==> src/rtl/core/assert_macros.svh <==
// Assertion helpers used by the request log statistics block.
`ifndef ASSERT_MACROS_SVH
`define ASSERT_MACROS_SVH

// Same-cycle implication, checked on the rising edge outside reset.
`define ASSERT_IMPLY(lbl, clk, rst, ante, cons) \
   lbl: assert property (@(posedge clk) disable iff (rst) (ante) |-> (cons)) \
      else $error("same-cycle implication violated");

// Next-cycle implication, checked on the rising edge outside reset.
`define ASSERT_NEXT(lbl, clk, rst, ante, cons) \
   lbl: assert property (@(posedge clk) disable iff (rst) (ante) |=> (cons)) \
      else $error("next-cycle implication violated");

`endif

==> src/rtl/core/rlst_ram.sv <==
// ----------------------------------------------------------------------------
// rlst_ram
// Simple dual-port RAM: one write port, one read port with registered data.
// ----------------------------------------------------------------------------
module rlst_ram #(
   parameter int WIDTH = 8,
   parameter int DEPTH = 16
) (
   input  logic                                      clock,
   input  logic                                      wr_en,
   input  logic [((DEPTH > 1) ? $clog2(DEPTH) : 1)-1:0] wr_addr,
   input  logic [WIDTH-1:0]                          wr_data,
   input  logic [((DEPTH > 1) ? $clog2(DEPTH) : 1)-1:0] rd_addr,
   output logic [WIDTH-1:0]                          rd_data
);

   logic [WIDTH-1:0] mem_ff [DEPTH];
   logic [WIDTH-1:0] rd_data_ff;

   // write port
   always_ff @(posedge clock) begin
      if (wr_en) begin
         mem_ff[wr_addr] <= wr_data;
      end
   end

   // registered read port
   always_ff @(posedge clock) begin
      rd_data_ff <= mem_ff[rd_addr];
   end

   assign rd_data = rd_data_ff;

endmodule

==> config.mk <==
export PLATFORM = sky130hd
export DESIGN_NAME = rlst_ram
export DESIGN_NICKNAME = d
export VERILOG_FILES = /design/src/rtl/core/assert_macros.svh /design/src/rtl/core/rlst_ram.sv
export SDC_FILE = /design/constraint.sdc
export NUM_CORES = 1
export LEC_CHECK = 0
export BUFFER_PORTS_ARGS = -buffer_cell sky130_fd_sc_hd__buf_2
export CELL_PAD_IN_SITES_DETAIL_PLACEMENT = 0
export CELL_PAD_IN_SITES_GLOBAL_PLACEMENT = 2
export CORE_MARGIN = 2
export CORE_UTILIZATION = 45
export DETAILED_ROUTE_END_ITERATION = 8
export PLACE_DENSITY = 0.83
export SLEW_MARGIN = 15
export SYNTH_ARGS = -nofsm -noshare
export SYNTH_HDL_FRONTEND = slang
export SYNTH_SLANG_ARGS = --single-unit
==> constraint.sdc <==
create_clock -name clock -period 2.5 [get_ports clock]
set_input_delay 0.75 -clock clock [delete_from_list [all_inputs] [get_ports clock]]
set_output_delay 0.75 -clock clock [all_outputs]
set_load 0.05 [all_outputs]
==> reports/metrics.cfg, run 1 <==
[timing]
finalSetupTns_ns = 0
fin_crit_sh_pct = 71.9
slew_headroom_pct = 56.9
post-route-min-period_ns = 1.80
fmaxAchievable_mhz = 556
rsz0062_at_grt = false
skew_ns = 0.0133
maxSlewViolCount = 0
setup_viol = 0
hold_viol_final = 0
finalWorstSetupSlack_ns = 0.702
worstMarginPinSlew_ns = 0.644

[die]
num_rows = 39
die_x_um = 111
die_area_um2 = 12300
die_y_um = 111
initial_core_util_pct = 45.7
core_um2 = 11300
num_io_pins = 26

[placement]
dp_hpwl_um = 6330
port_buffers = 25
dpl_worst_slack_ns = 0.337
place.gp.congestion = 0.775

[synthesis]
synth_nets = 247
ys_types = 19
netlist_area_um2 = 5150
avgSynthCellArea_um2 = 22.5
ys_ff_latch = 136
yosysSeqAreaShare_pct = 77.8
syn-instance-count = 229
synth_warnings = 0

[routing]
finalWirelength_um = 9610
wire_per_inst_um = 21.9
drcViolationCount = 0
vias = 2396
ant_nets = 0
drtIter0Drc = 165
dr.pass1.iters = 4
post_drt_via_cell_ratio = 5.46

[critical_path]
critPathKind = register to primary output
crit_path_cell_trace = buf_2
crit_path_end_kind = primary output
critPathArrivalTime_ns = 1.05
r2r_cells = 3
cp_slowest_stage_delay_ns = 0.36
path_max_fanout = 1
required_ns = 1.75
crit_slowest_cell = dfxtp_1
startpoint_type = register
path_depth = 1
cp_top_family = flip-flops
cp.buffers_inverters = 1

[clocking]
clkLatencyLatePin_ns = 0.41
ctsHoldBuffers = 0
clk_pin_slew_ns = 0.06
cts_resized = 0
cts_tree = done
h-tree-depth = 4
cts_sinks = 136
ctsRootBufferMaster = clkbuf_16
cts_made_buffers = 17
post_cts_buffers = 0
clock_path_buffers = 2

[global_routing]
grt_max_degree = 22
grt_pass1_wl_um = 14700
grt_usage_pct = 16.8
grt_overflow = 0
grt_pass1_vias = 2476
antenna_found_initial = 0

[cells_and_area]
final_cell_mix = edfxtp_1 (128), buf_2 (25), mux4_2 (18), buf_4 (18), clkbuf_16 (17)
seq_area_um2 = 4000
fill_cells = 830
nets = 301
diodes = 0
layout-drive-gt1-share_pct = 31.4
final_common_cell = edfxtp_1
syn_to_final_growth_pct = 19.0
multiInputGateArea_um2 = 1060

[min_path]
hold_path_class = register to register
whs_path_depth = 3

[power_and_ir_drop]
peakVddDrop_mv = 0.516
powerDensity_nw_per_um2 = 858
leakagePower_nw = 2.09

[outcome]
outcome = finished, final reports clean

[flow_run]
max_cap_viol_count = 0

==> per-layer routing <==
layer	global-route usage, %	share of wire [%]
met2	25.8	49
met1	23.3	44
met4	7.25	1.4
met3	3.83	5.5
met5	0	0
==> layout make-up <==
| class | instances | area share [%] |
|---|---|---|
| clock buffers | 17 | 6.94 |
| flip-flops and latches | 136 | 65.4 |
| clock inverters | 15 | 2.61 |
| multi-input cells | 83 | 17.3 |
| well taps | 143 | 2.92 |
| repair buffers | 45 | 4.90 |
==> synthesized netlist by cell type <==
library cell / instances / area share [%]
nor2_1: 13 / 0.95
nand2_1: 9 / 0.66
nor2b_1: 1 / 0.12
dfxtp_1: 8 / 3.1
nand3_1: 1 / 0.097
a22oi_1: 16 / 2.3
edfxtp_1: 128 / 75
buf_4: 1 / 0.15
nand2b_1: 2 / 0.24
mux4_1: 14 / 7.1
and2_1: 1 / 0.12
clkdlybuf4s25_2: 3 / 0.58
mux4_2: 18 / 7.9
buf_2: 3 / 0.29
and2b_1: 1 / 0.15
buf_6: 3 / 0.66
nand3b_1: 2 / 0.29
or3b_2: 1 / 0.17
nor3_1: 4 / 0.39
==> path summary, 6_finish.rpt <==
path                            slack, ns         end     startpoint
worst max-delay path                 0.70  rd_data[7]     rd_data[7]
worst min-delay path                 0.68  rd_data[1]  mem_ff[12][1]
worst max register to register       1.13  rd_data[4]   mem_ff[9][4]
worst min register to register       0.68  rd_data[1]  mem_ff[12][1]
==> state kept, by name, summed over array words and instances (netlist names) <==
name / flops
mem_ff: 128
rd_data: 8
==> power by group <==
part	switching (W)	internal [W]
combinational	0.000180	0.000104
clock	0.000862	0.00155
sequential	0.0000165	0.00255
==> per-stage QoR <==
stage | hold slack, ns | utilization, % | cells | power, W | area [um^2]
3_3_place_gp | 0.659 | 49.2 | 407 | 0.00289 | 5540
2_1_floorplan | 0.629 | - | 229 | 0.00279 | 5150
4_1_cts | 0.681 | 54.3 | 439 | 0.00529 | 6130
5_1_grt | 0.709 | 54.3 | 439 | 0.00541 | 6130
6_report | 0.675 | 54.3 | 439 | 0.00526 | 6130
3_5_place_dp | 0.662 | 49.2 | 407 | 0.00290 | 5540
==> kinds of logic after synthesis <==
family | synth area share, %
compound gates | 2.33
simple gates | 3.18
flops | 77.8
buf+inv | 1.68
mux | 15.0
No activity file was read; power rests on OpenSTA's default activity.
==> run 2: changes to the inputs <==
--- a/config.mk
+++ b/config.mk
@@ -5,13 +5,14 @@
 export SDC_FILE = /design/constraint.sdc
 export NUM_CORES = 1
 export LEC_CHECK = 0
+export ABC_AREA = 1
 export BUFFER_PORTS_ARGS = -buffer_cell sky130_fd_sc_hd__buf_2
 export CELL_PAD_IN_SITES_DETAIL_PLACEMENT = 0
 export CELL_PAD_IN_SITES_GLOBAL_PLACEMENT = 2
 export CORE_MARGIN = 2
-export CORE_UTILIZATION = 45
+export CORE_UTILIZATION = 40
 export DETAILED_ROUTE_END_ITERATION = 8
-export PLACE_DENSITY = 0.83
+export PLACE_DENSITY = 0.87
 export SLEW_MARGIN = 15
 export SYNTH_ARGS = -nofsm -noshare
 export SYNTH_HDL_FRONTEND = slang
==> constraint.sdc (replaced) <==
create_clock -name clock -period 1.9 [get_ports clock]
set_input_delay 0.57 -clock clock [delete_from_list [all_inputs] [get_ports clock]]
set_output_delay 0.57 -clock clock [all_outputs]
set_load 0.05 [all_outputs]
==> reports/metrics.cfg, run 2 <==
[outcome]
outcome = finished, final reports clean

[synthesis]
yosysSeqAreaShare_pct = 69.4
netlist_area_um2 = 5770
synth_xor_area_share_pct = 0
synth_warnings = 0
synthMuxAreaShare_pct = 0
synth_area_leaders = edfxtp_1 (67%), nand2_1 (11%), nand3_1 (8.4%), inv_1 (6.5%), dfxtp_1 (2.8%)
synth_fa_ha_area_share_pct = 0
synth-compound-area-share_pct = 0
synth_edf_count = 128
synth_common_cells = nand2_1 (173), edfxtp_1 (128), inv_1 (100), nand3_1 (97), nor2_1 (17)
avgSynthCellArea_um2 = 10.5
syn-instance-count = 551
postSynth.asyncResetShare_pct = 0
ys.flop_type = edfxtp_1
synth-simple-area-share_pct = 21.0
ys_ff_latch = 136
synth.most_common_cell = nand2_1
synth_top_family_by_area = simple AND/OR/NAND/NOR gates
ys_types = 12
synth_nets = 569
synth_top_area_cell = edfxtp_1
yosys.area.top_type_share_pct = 66.7

[cells_and_area]
syn_to_final_growth_pct = 16.9
final_common_cell = nand2_1
nets = 614
diodes = 0
layout-drive-gt1-share_pct = 13.3
fill_cells = 1309
top_register = mem_ff
largest_reg_flops = 128
fin_util_pct = 48.2
final_cell_mix = nand2_1 (173), edfxtp_1 (128), inv_1 (100)

[critical_path]
r2r_cells = 6
cp_top_family = flip-flops
crit_path_cell_trace = buf_2
critPathKind = register to primary output
cp.buffers_inverters = 1
crit_path_end_kind = primary output
crit_slowest_cell = dfxtp_1
startpoint_type = register
path_max_fanout = 1
critPathArrivalTime_ns = 1.06
required_ns = 1.33
cp_slowest_stage_delay_ns = 0.36
path_depth = 1
regToRegSetupSlack_ns = 0.89

[routing]
wire_per_inst_um = 16.6
drcViolationCount = 0
drtIter0Drc = 359
post_drt_via_cell_ratio = 4.77
ant_nets = 0
vias = 3762
dr.pass1.iters = 5
finalWirelength_um = 13100

[global_routing]
antenna_found_initial = 0
grt_overflow = 0
grt_max_degree = 65
grt_pass1_wl_um = 20200
grt_pass1_vias = 3480
grt_usage_pct = 18.7

[die]
num_rows = 43
num_io_pins = 26
initial_core_util_pct = 41.2
die_y_um = 124
die_area_um2 = 15400
die_x_um = 124
core_um2 = 14000

[timing]
fmaxAchievable_mhz = 613
finalWorstSetupSlack_ns = 0.269
post-route-min-period_ns = 1.63
fin_crit_sh_pct = 85.8
skew_ns = 0.00643
finalSetupTns_ns = 0
slew_headroom_pct = 62.8
maxSlewViolCount = 0
rsz0062_at_grt = false
worstMarginPinSlew_ns = 0.557
hold_viol_final = 0
setup_viol = 0

[clocking]
clk_pin_slew_ns = 0.06
ctsRootBufferMaster = clkbuf_16
clock_path_buffers = 2
h-tree-depth = 4
clkLatencyLatePin_ns = 0.42
ctsHoldBuffers = 0
cts_sinks = 136
cts_tree = done
post_cts_buffers = 0
cts_made_buffers = 17
cts_resized = 0

[flow_run]
max_cap_viol_count = 0

[min_path]
hold_path_class = input port to register
whs_path_depth = 3

[power_and_ir_drop]
powerDensity_nw_per_um2 = 1030
leakagePower_nw = 2.94
peakVddDrop_mv = 0.527

[placement]
place.gp.congestion = 0.775
dp_hpwl_um = 7960
dpl_worst_slack_ns = 0.130
port_buffers = 25

==> run 2: changes by cell type after synthesis, sizes merged, moves of 2 or more <==
cell and change:
a22oi -16, inv +102, nor2 +4, mux4 -32, nor3 -4, nand2 +164, nand2b -2, nand3 +96
clkdlybuf4s25 -3, buf +17
==> run 2: report_power, final <==
| group | total (W) | switching, W | internal (W) |
|---|---|---|---|
| clock | 0.00310 | 0.00116 | 0.00194 |
| combinational | 0.000487 | 0.000356 | 0.000131 |
| sequential | 0.00337 | 0.0000197 | 0.00336 |
==> run 2: final cells by class <==
type | count | area, um^2 | area share, %
clock buffer | 22 | 494 | 7.33
clock inverter | 10 | 73.8 | 1.09
inverter | 102 | 383 | 5.68
multi-input combinational | 289 | 1210 | 18.0
sequential | 136 | 4000 | 59.4
tap | 180 | 225 | 3.34
timing repair buffer | 50 | 350 | 5.19
==> run 2: routing by layer <==
metal,part of all wire [%],vias up,global-route usage [%]
met2,45,96,27.3
met4,1.3,0,6.04
met5,0,-,0
li1,-,1863,-
met3,4.7,13,4.53
met1,49,1790,27.3
==> run 2: cell families (layout without fill, tap and decap cells) <==
logic type    Yosys count  after routing
simple gates          289            289
flops                 136            136
buf+inv               126            184
==> run 2: stage by stage <==
stage	hold slack, ns	std cells	power [W]	cell area [um^2]
6_report	0.538	789	0.00696	6740
5_1_grt	0.526	789	0.00721	6740
4_1_cts	0.519	789	0.00702	6740
3_5_place_dp	0.673	757	0.00393	6180
3_3_place_gp	0.669	757	0.00392	6180
2_1_floorplan	0.607	551	0.00374	5770
==> run 2: final timing paths <==
path / start / endpoint
max: rd_data[0] / rd_data[0]
max reg2reg: mem_ff[11][5] / rd_data[5]
min reg2reg: mem_ff[6][2] / rd_data[2]
min: rd_addr[3] / rd_data[0]
