### config.mk
export PLATFORM = sky130hd
export DESIGN_NAME = rlst_div
export DESIGN_NICKNAME = d
export VERILOG_FILES = /design/src/rtl/core/assert_macros.svh /design/src/rtl/core/rlst_pkg.sv /design/src/rtl/core/rlst_div.sv
export SDC_FILE = /design/constraint.sdc
export NUM_CORES = 1
export LEC_CHECK = 0
export BUFFER_PORTS_ARGS = -buffer_cell sky130_fd_sc_hd__buf_2
export CAP_MARGIN = 25
export CORE_AREA = 2 2 148 150
export DETAILED_ROUTE_END_ITERATION = 10
export DIE_AREA = 0 0 150 152
export PLACE_DENSITY = 0.73
export RECOVER_POWER = 25
export SETUP_SLACK_MARGIN = 0.15
export SYNTH_ARGS = -nofsm -noshare
export SYNTH_HDL_FRONTEND = slang
export SYNTH_SLANG_ARGS = --single-unit
### constraint.sdc
create_clock -name clock -period 3.3 [get_ports clock]
set_input_delay 0.66 -clock clock [delete_from_list [all_inputs] [get_ports clock]]
set_output_delay 0.66 -clock clock [all_outputs]
set_load 0.05 [all_outputs]
### src/rtl/core/assert_macros.svh
// Assertion helpers used by the request log statistics block.
`ifndef ASSERT_MACROS_SVH
`define ASSERT_MACROS_SVH

// Same-cycle implication, checked on the rising edge outside reset.
`define ASSERT_IMPLY(lbl, clk, rst, ante, cons) \
   lbl: assert property (@(posedge clk) disable iff (rst) (ante) |-> (cons)) \
      else $error("same-cycle implication violated");

// Next-cycle implication, checked on the rising edge outside reset.
`define ASSERT_NEXT(lbl, clk, rst, ante, cons) \
   lbl: assert property (@(posedge clk) disable iff (rst) (ante) |=> (cons)) \
      else $error("next-cycle implication violated");

`endif

### src/rtl/core/rlst_pkg.sv
// ----------------------------------------------------------------------------
// rlst_pkg
// Widths, record kinds, status limits and register indexes of the request
// log statistics block.
// ----------------------------------------------------------------------------
package rlst_pkg;

   localparam int HIT_W = 40;
   localparam int SUM_W = 64;
   localparam int TIME_W = 32;
   localparam int ENT_W = HIT_W + SUM_W;

   // record kinds
   localparam logic [3:0] KIND_TOTAL    = 4'd0;
   localparam logic [3:0] KIND_OK       = 4'd1;
   localparam logic [3:0] KIND_FAILED   = 4'd2;
   localparam logic [3:0] KIND_AVERAGE  = 4'd3;
   localparam logic [3:0] KIND_MIN      = 4'd4;
   localparam logic [3:0] KIND_MAX      = 4'd5;
   localparam logic [3:0] KIND_BYTES    = 4'd6;
   localparam logic [3:0] KIND_CLASS2   = 4'd7;
   localparam logic [3:0] KIND_CLASS3   = 4'd8;
   localparam logic [3:0] KIND_CLASS4   = 4'd9;
   localparam logic [3:0] KIND_CLASS5   = 4'd10;
   localparam logic [3:0] KIND_BUSIEST  = 4'd11;
   localparam logic [3:0] KIND_SERVER   = 4'd12;
   localparam logic [3:0] KIND_ENDPOINT = 4'd13;

   // status class bounds
   localparam logic [9:0] STATUS_200 = 10'd200;
   localparam logic [9:0] STATUS_300 = 10'd300;
   localparam logic [9:0] STATUS_400 = 10'd400;
   localparam logic [9:0] STATUS_500 = 10'd500;
   localparam logic [9:0] STATUS_600 = 10'd600;

   // timestamp / 60 as (timestamp * RECIP_60) >> SHIFT_60, exact for 32 bits
   localparam logic [31:0] RECIP_60 = 32'h8888_8889;
   localparam int SHIFT_60 = 37;

   // register indexes
   localparam logic CSR_TOP_COUNT    = 1'b0;
   localparam logic CSR_SERVER_LIMIT = 1'b1;

   localparam logic [4:0] TOP_COUNT_RESET    = 5'd10;
   localparam logic [6:0] SERVER_LIMIT_RESET = 7'd64;

endpackage

### src/rtl/core/rlst_div.sv
// ----------------------------------------------------------------------------
// rlst_div
// Restoring divider, one quotient bit per cycle: 64-bit sum by 40-bit count.
// ----------------------------------------------------------------------------
module rlst_div (
   input  logic                      clock,
   input  logic                      reset,
   input  logic                      start,
   input  logic [rlst_pkg::SUM_W-1:0] dividend,
   input  logic [rlst_pkg::HIT_W-1:0] divisor,
   output logic                      done,
   output logic [rlst_pkg::SUM_W-1:0] quotient
);

   import rlst_pkg::*;

   localparam int CNT_W = $clog2(SUM_W);
   localparam logic [CNT_W-1:0] LAST_STEP = CNT_W'(SUM_W - 1);

   logic             busy_ff, busy_in;
   logic             done_ff, done_in;
   logic [CNT_W-1:0] cnt_ff, cnt_in;
   logic [HIT_W:0]   rem_ff, rem_in;
   logic [SUM_W-1:0] quo_ff, quo_in;
   logic [HIT_W-1:0] dvs_ff, dvs_in;
   logic [HIT_W:0]   rem_sh;
   logic             ge;

   // one shift-subtract step per cycle
   always_comb begin
      rem_sh = {rem_ff[HIT_W-1:0], quo_ff[SUM_W-1]};
      ge = rem_sh >= {1'b0, dvs_ff};
      busy_in = busy_ff;
      done_in = 1'b0;
      cnt_in = cnt_ff;
      rem_in = rem_ff;
      quo_in = quo_ff;
      dvs_in = dvs_ff;
      if (start) begin
         busy_in = 1'b1;
         cnt_in = '0;
         rem_in = '0;
         quo_in = dividend;
         dvs_in = divisor;
      end else if (busy_ff) begin
         rem_in = ge ? (rem_sh - {1'b0, dvs_ff}) : rem_sh;
         quo_in = {quo_ff[SUM_W-2:0], ge};
         cnt_in = cnt_ff + 1'b1;
         if (cnt_ff == LAST_STEP) begin
            busy_in = 1'b0;
            done_in = 1'b1;
         end
      end
   end

   always_ff @(posedge clock) begin
      if (reset) begin
         busy_ff <= 1'b0;
         done_ff <= 1'b0;
         cnt_ff <= '0;
      end else begin
         busy_ff <= busy_in;
         done_ff <= done_in;
         cnt_ff <= cnt_in;
      end
   end

   always_ff @(posedge clock) begin
      rem_ff <= rem_in;
      quo_ff <= quo_in;
      dvs_ff <= dvs_in;
   end

   assign done = done_ff;
   assign quotient = quo_ff;

endmodule

==> summary.txt, run 1 <==
Status - finished with violations
Violations in the final reports - max-capacitance violations, max-slew violations
Sink count of the clock tree - 152
Vias in the first global route - 6665
Horizontal die dimension - 150 um
Number of cell rows - 54
Top flip-flop cell by instance count after synthesis - edfxtp_1
Number of failing hold endpoints at the final stage - 0
Clock buffers created by TritonCTS - 17
Setup repair after global routing missed its margin - yes
# H-tree levels - 4
Proportion of layout cells with a drive suffix above 1 - 34.9%
Synthesized netlist cell count - 791
Transition time of the tightest slew-check pin - 1.83 ns
TritonCTS clock tree - yes
Number of warning messages in the yosys log - 0
Most Crowded Layer GR - met2
Latest clock arrival within the worst-skew pair - 0.43 ns
Post-route DRC violation count - 0
Via count - 6741
Number of different library cells in the post-synthesis netlist - 60
Max-Slew Margin vs Limit - -22.2%
Final number of setup-violating endpoints - 0
Pre-antenna DRT Iters - 6
Initial antenna violation count - 3
Final HPWL DP - 15.0 mm
Die Y-Extent - 152 um
CP Max Fanout - 5
All-Layer GR Usage - 18.6%
Total overflow reported by the global router - 0
Period Utilization, post-route - 94.4%
DIE AREA - 22800 um^2
Port-buffer cells - 171
Clock slew seen by the registers of the worst setup and hold paths - 0.07 ns
Remaining antenna violation count after routing - 0
IR Drop Worst-Case VDD - 0.000316 V
Setup TNS after final layout - 0 ns
Clock Root Buffer - clkbuf_16
Area of the core - 21400 um^2
Starting DRT DRC Count - 468
Reported max-cap violation count - 1
Sort of element at the start of the critical path - flip-flop
Required time at the endpoint of the critical path - 3.64 ns
Filler cell count - 1997
Setup crit end kind - flip-flop
Final critical-path required period - 3.11 ns
Routing usage on met2 - 31.6%
EDFF count, synth - 104
Cell Pwr Density - 567 nW/um^2
Routing usage on met3 - 6.46%
Average wire per cell in the routed design - 16.9 um
Non-filler instance count after layout - 1272
Area used by multi-input combinational logic - 4240 um^2
Tightest Hold Check Type - in2reg
Sequential Area - 4090 um^2
Total standard cell area after synthesis - 8390 um^2
Crit path arrival time - 3.45 ns
Number of placed cells counting well taps - 1225
Wire length of the first global-routing pass - 33.3 mm
Layout-stage area growth over the synthesis result - 26.6%
Via count normalized by instance count - 5.30
Layout net count - 1127
Pin count of the biggest net entering global routing - 73
Initial core utilization - 39.3%
Final GP Congestion - 0.867
Worst clock skew - 0.0120 ns
Final slew viol count - 73
Post-Syn Nets - 940
Standby leakage power - 4.36 nW
Fraction of met1 tracks used by global routing - 21.8%
Clk buf depth - 2
Overall routed net length - 21.5 mm
Peak clock frequency supported by timing - 321 MHz
Sequential fraction of the synthesis area - 48.7%
Share of flip-flops with an asynchronous set or reset after synthesis - 0%
Synthesized area per cell - 10.6 um^2
Number of I/O pins - 172
Startpoint-to-endpoint class of the critical path - reg2reg
Flip-flop and latch count after synthesis - 152
-- worst max-delay path: stages, from the launching register on --
cell      delay (ns)
edfxtp_1        0.33
inv_1           0.06
ha_4            0.29
nand4b_1        0.17
or4_4           0.53
nor3_4          0.18
a31oi_1         0.10
a311o_1         0.37
and2_4          0.19
or4_1           0.52
a311oi_1        0.28
-- stage by stage --
step | hold slack, ns | cell area (um^2) | setup slack, ns | total power (W) | util, %
floorplan | 0.439 | 8400 | 0.148 | 0.00346 | -
global placement | 0.456 | 9650 | 0.174 | 0.00384 | 45.2
detailed placement | 0.468 | 9650 | 0.0988 | 0.00386 | 45.2
CTS | 0.374 | 10300 | 0.111 | 0.00596 | 48.2
global route | 0.377 | 10600 | 0.0893 | 0.00630 | 49.8
finish | 0.392 | 10600 | 0.186 | 0.00602 | 49.8
-- sequential cells by signal, indices dropped and copies added (netlist names) --
register  count
busy_ff       1
dvs_ff       40
quotient     64
cnt_ff        6
done          1
rem_ff       40
-- worst paths after layout --
check        slack [ns]       start          to  depth (start not counted)
max                0.19  dvs_ff[37]  rem_ff[36]                         10
min                0.39       reset     busy_ff                          2
max reg2reg        0.19  dvs_ff[37]  rem_ff[36]                         10
min reg2reg        0.47  rem_ff[39]  rem_ff[39]                          2
-- routing by layer --
layer  wire, um  share of wire, %
met4        381               1.8
met5         33              0.15
met3       1520               7.1
met1       8860                41
met2      10700                50
-- cell usage in the layout, fill, tap and decap left out, drive strengths merged, types with 3 or more instances in the layout --
| cell | instances |
|---|---|
| or4 | 3 |
| a221oi | 4 |
| and3 | 6 |
| nor2 | 71 |
| o21ai | 30 |
| clkinv | 4 |
| mux2i | 25 |
| o21bai | 8 |
| or2 | 4 |
| ha | 41 |
| nand2 | 58 |
| bufinv | 3 |
| mux2 | 65 |
| xor2 | 18 |
| and2 | 3 |
| nor3 | 10 |
| nand2b | 4 |
| nor2b | 6 |
| o21a | 11 |
| nor3b | 3 |
| nor4 | 3 |
| o311ai | 3 |
| nand3 | 10 |
| xnor2 | 15 |
| a21o | 8 |
| edfxtp | 104 |
| inv | 57 |
| clkbuf | 24 |
| a21oi | 53 |
| o31ai | 3 |
| o211ai | 4 |
| dfxtp | 48 |
| nand4 | 14 |
| or3 | 3 |
| a31oi | 5 |
| a311oi | 8 |
| a211oi | 30 |
| buf | 200 |
-- power breakdown --
| part | switching (W) | leakage [nW] | internal, W |
|---|---|---|---|
| registers | 0.000110 | 1.43 | 0.00224 |
| logic | 0.000980 | 2.63 | 0.000622 |
| clock network | 0.000861 | 0.301 | 0.00121 |
| total | 0.00195 | 4.36 | 0.00407 |
-- final cells by class --
| cell class | count | share of cell area, % |
|---|---|---|
| multi-input combinational | 550 | 39.9 |
| sequential | 152 | 38.4 |
| timing repair buffer | 206 | 10.7 |
| clock buffer | 18 | 4.04 |
| tap | 280 | 3.30 |
| inverter | 51 | 1.80 |
| clock inverter | 14 | 1.78 |
| antenna | 1 | 0.0235 |
-- repair_timing --
action | in CTS | in global routing
buffers inserted | 0 | 14
setup endpoints to repair | 5 | 32
hold buffers | 0 | 0
pin swaps | 0 | 22
resized for setup | 5 | 46
-- cells in the mapped netlist (4+ instances only) --
cell	instances	area (um^2)
nand3_1	9	45.0
nand2b_1	4	25.0
ha_1	41	513
o21bai_1	8	60.1
clkbuf_1	28	105
o21ai_0	29	145
nor3_1	9	45.0
a311oi_1	8	70.1
nor2b_1	6	37.5
xor2_1	18	158
a21o_1	8	60.1
and3_1	6	37.5
inv_1	51	191
o21a_1	11	82.6
xnor2_1	15	131
mux2i_1	25	250
a211oi_1	30	225
nand4_1	14	87.6
edfxtp_1	104	3120
nand2_1	58	218
a221oi_1	4	35.0
mux2_2	65	732
dfxtp_1	48	961
nor2_1	71	267
or2_2	4	25.0
a31oi_1	5	31.3
a21oi_1	53	265
o211ai_1	4	30.0
buf_2	9	45.0
-- kinds of logic after synthesis --
group           Yosys count  share of synthesized area [%]
mux                      90                           11.7
simple gates            202                           11.3
xor+xnor                 33                           3.44
fa+ha+maj                42                           6.35
buf+inv                  89                           4.20
flops                   152                           48.7
compound gates          183                           14.4
(Power assumes the default switching activity.)
==> inputs of run 2 (changes only) <==
- CORE_AREA: 2 2 148 150 -> 2 2 133 135
- DIE_AREA: 0 0 150 152 -> 0 0 135 137
- PLACE_DENSITY: 0.73 -> 0.85
==> run 2 against run 1 <==
Compared with the run above:
- the flow still finishes with violations (max-capacitance violations, max-slew violations)
- clock skew is 0.0023 ns higher
- register-to-register slack better by 0.02 ns
- critical path type unchanged
- non-clock buffer count is 9 lower
- sequential share of layout area is 0.81 points higher
- hold slack worse by 0.013 ns
- via count is 0.27% lower
- sequential power hardly changed
- critical endpoint unchanged
- critical path depth stayed put
- maximum frequency is 0.71% higher
- cell area is 2.1% lower
==> summary.txt, run 2 (synthesized netlist as in run 1, its figures left out) <==
Status - finished with violations
Violations in the final reports - max-capacitance violations, max-slew violations
Starting DRT DRC Count - 497
Sink count of the clock tree - 152
Number of cell rows - 48
Final number of setup-violating endpoints - 0
Setup repair after global routing missed its margin - yes
Initial antenna violation count - 1
Average wire per cell in the routed design - 17.2 um
# H-tree levels - 4
Via count - 6723
Filler cell count - 1402
Area of the core - 17100 um^2
Number of placed cells counting well taps - 1167
Die Y-Extent - 137 um
Final critical-path required period - 3.09 ns
Final slew viol count - 94
Port-buffer cells - 171
Clock buffers created by TritonCTS - 17
Clock Root Buffer - clkbuf_16
DIE AREA - 18500 um^2
Number of failing hold endpoints at the final stage - 0
R2r endpoint - rem_ff[36]
Vias in the first global route - 6635
Sort of element at the start of the critical path - flip-flop
Reg2reg path depth - 10
Horizontal die dimension - 135 um
Latest clock arrival within the worst-skew pair - 0.44 ns
Non-filler instance count after layout - 1208
Final HPWL DP - 14.9 mm
Required time at the endpoint of the critical path - 3.65 ns
IR Drop Worst-Case VDD - 0.000391 V
Peak clock frequency supported by timing - 323 MHz
Remaining antenna violation count after routing - 0
Layout net count - 1118
CP Max Fanout - 8
Final GP Congestion - 0.918
Proportion of layout cells with a drive suffix above 1 - 33.3%
Setup TNS after final layout - 0 ns
Setup crit end kind - flip-flop
Overall routed net length - 20.8 mm
Flip-flop count of the largest register after layout - 64
Number of I/O pins - 172
All-Layer GR Usage - 22.6%
Worst path setup slack after routing - 0.208 ns
Worst min-delay path startpoint - reset
Transition time of the tightest slew-check pin - 2.16 ns
Clk buf depth - 2
Reported max-cap violation count - 1
Pre-antenna DRT Iters - 5
Layout-stage area growth over the synthesis result - 24.0%
Initial core utilization - 49.2%
Post-route DRC violation count - 0
WHS Endpoint - busy_ff
Area used by multi-input combinational logic - 4190 um^2
Worst hold path stage count - 2
Tightest Hold Check Type - in2reg
Wire length of the first global-routing pass - 32.6 mm
Worst clock skew - 0.0143 ns
Number of hold-repair buffers added at the cts stage - 0
Most common cell after layout, fill and taps aside - buf_2
Via count normalized by instance count - 5.57
Standby leakage power - 4.30 nW
Total overflow reported by the global router - 0
Max-Slew Margin vs Limit - -43.9%
Cell Pwr Density - 556 nW/um^2
Worst Setup Slack post-DPL - 0.113 ns
Crit path arrival time - 3.44 ns
Startpoint-to-endpoint class of the critical path - reg2reg
FF-to-FF setup slack - 0.21 ns
Sequential Area - 4090 um^2
Pin count of the biggest net entering global routing - 94
Clock slew seen by the registers of the worst setup and hold paths - 0.07 ns
Commonest cells after routing, fill and taps aside - buf_2 (168), edfxtp_1 (104), nor2_1 (71)
Period Utilization, post-route - 93.7%
Worst r2r src - dvs_ff[37]
TritonCTS clock tree - yes
-- run 2: cell count changes in the layout (fill, tap and decap cells not counted), moves of 3 or more --
cell,delta
ha_2,-3
inv_8,-3
ha_1,+5
bufinv_16,-3
buf_4,-11
clkbuf_8,+3
-- run 2: stage by stage --
stage	instance area (um^2)	total power (W)	util, %	hold WS [ns]
after floorplan	8400	0.00346	-	0.439
after global placement	9540	0.00383	55.9	0.462
after detailed placement	9540	0.00385	55.9	0.468
after CTS	10100	0.00572	59.3	0.364
after global routing	10400	0.00604	61.0	0.384
final	10400	0.00579	61.0	0.379
-- run 2: critical path, stage by stage (launching register included) --
cell,delay (ns)
edfxtp_1,0.33
inv_1,0.06
ha_4,0.29
nand4b_1,0.18
or4_4,0.54
nor3_4,0.20
a31oi_1,0.10
a311o_1,0.34
and2_4,0.20
or4_1,0.53
a311oi_2,0.24
-- run 2: per-layer routing --
metal / vias up / share of wire (%) / track usage, %
li1: 3289 / - / -
met1: 3164 / 41 / 26.5
met2: 240 / 50 / 39.5
met3: 30 / 7.3 / 6.74
met4: 0 / 2.0 / 7.58
met5: - / 0 / 0
-- run 2: area by class of cell --
| cell class | count | share of cell area [%] |
|---|---|---|
| multi-input combinational | 550 | 40.3 |
| timing repair buffer | 197 | 10.5 |
| tap | 225 | 2.70 |
| clock buffer | 21 | 4.52 |
| sequential | 152 | 39.3 |
| antenna | 1 | 0.0240 |
| inverter | 51 | 1.84 |
| clock inverter | 11 | 0.854 |
-- run 2: how the worst max path moves through the flow --
stage                      start    endpoint  slack, ns
finish                dvs_ff[37]  rem_ff[36]       0.21
global route           dvs_ff[0]  rem_ff[38]       0.06
CTS                    dvs_ff[0]  rem_ff[38]       0.17
detailed placement    dvs_ff[32]  rem_ff[36]       0.11
global placement      dvs_ff[32]  rem_ff[36]       0.17
floorplan           quotient[63]  rem_ff[38]       0.15
-- run 2: what timing repair did --
action | in CTS | in global routing
buffers inserted | 0 | 7
resized for setup | 2 | 44
cloned | 0 | 1
pin swaps | 0 | 10
endpoints found under the setup margin | 7 | 37
-- run 2: power by group --
part | internal, W | total [W] | switching [W]
sequential | 0.00224 | 0.00235 | 0.000109
clock | 0.00103 | 0.00185 | 0.000818
combinational | 0.000612 | 0.00159 | 0.000978
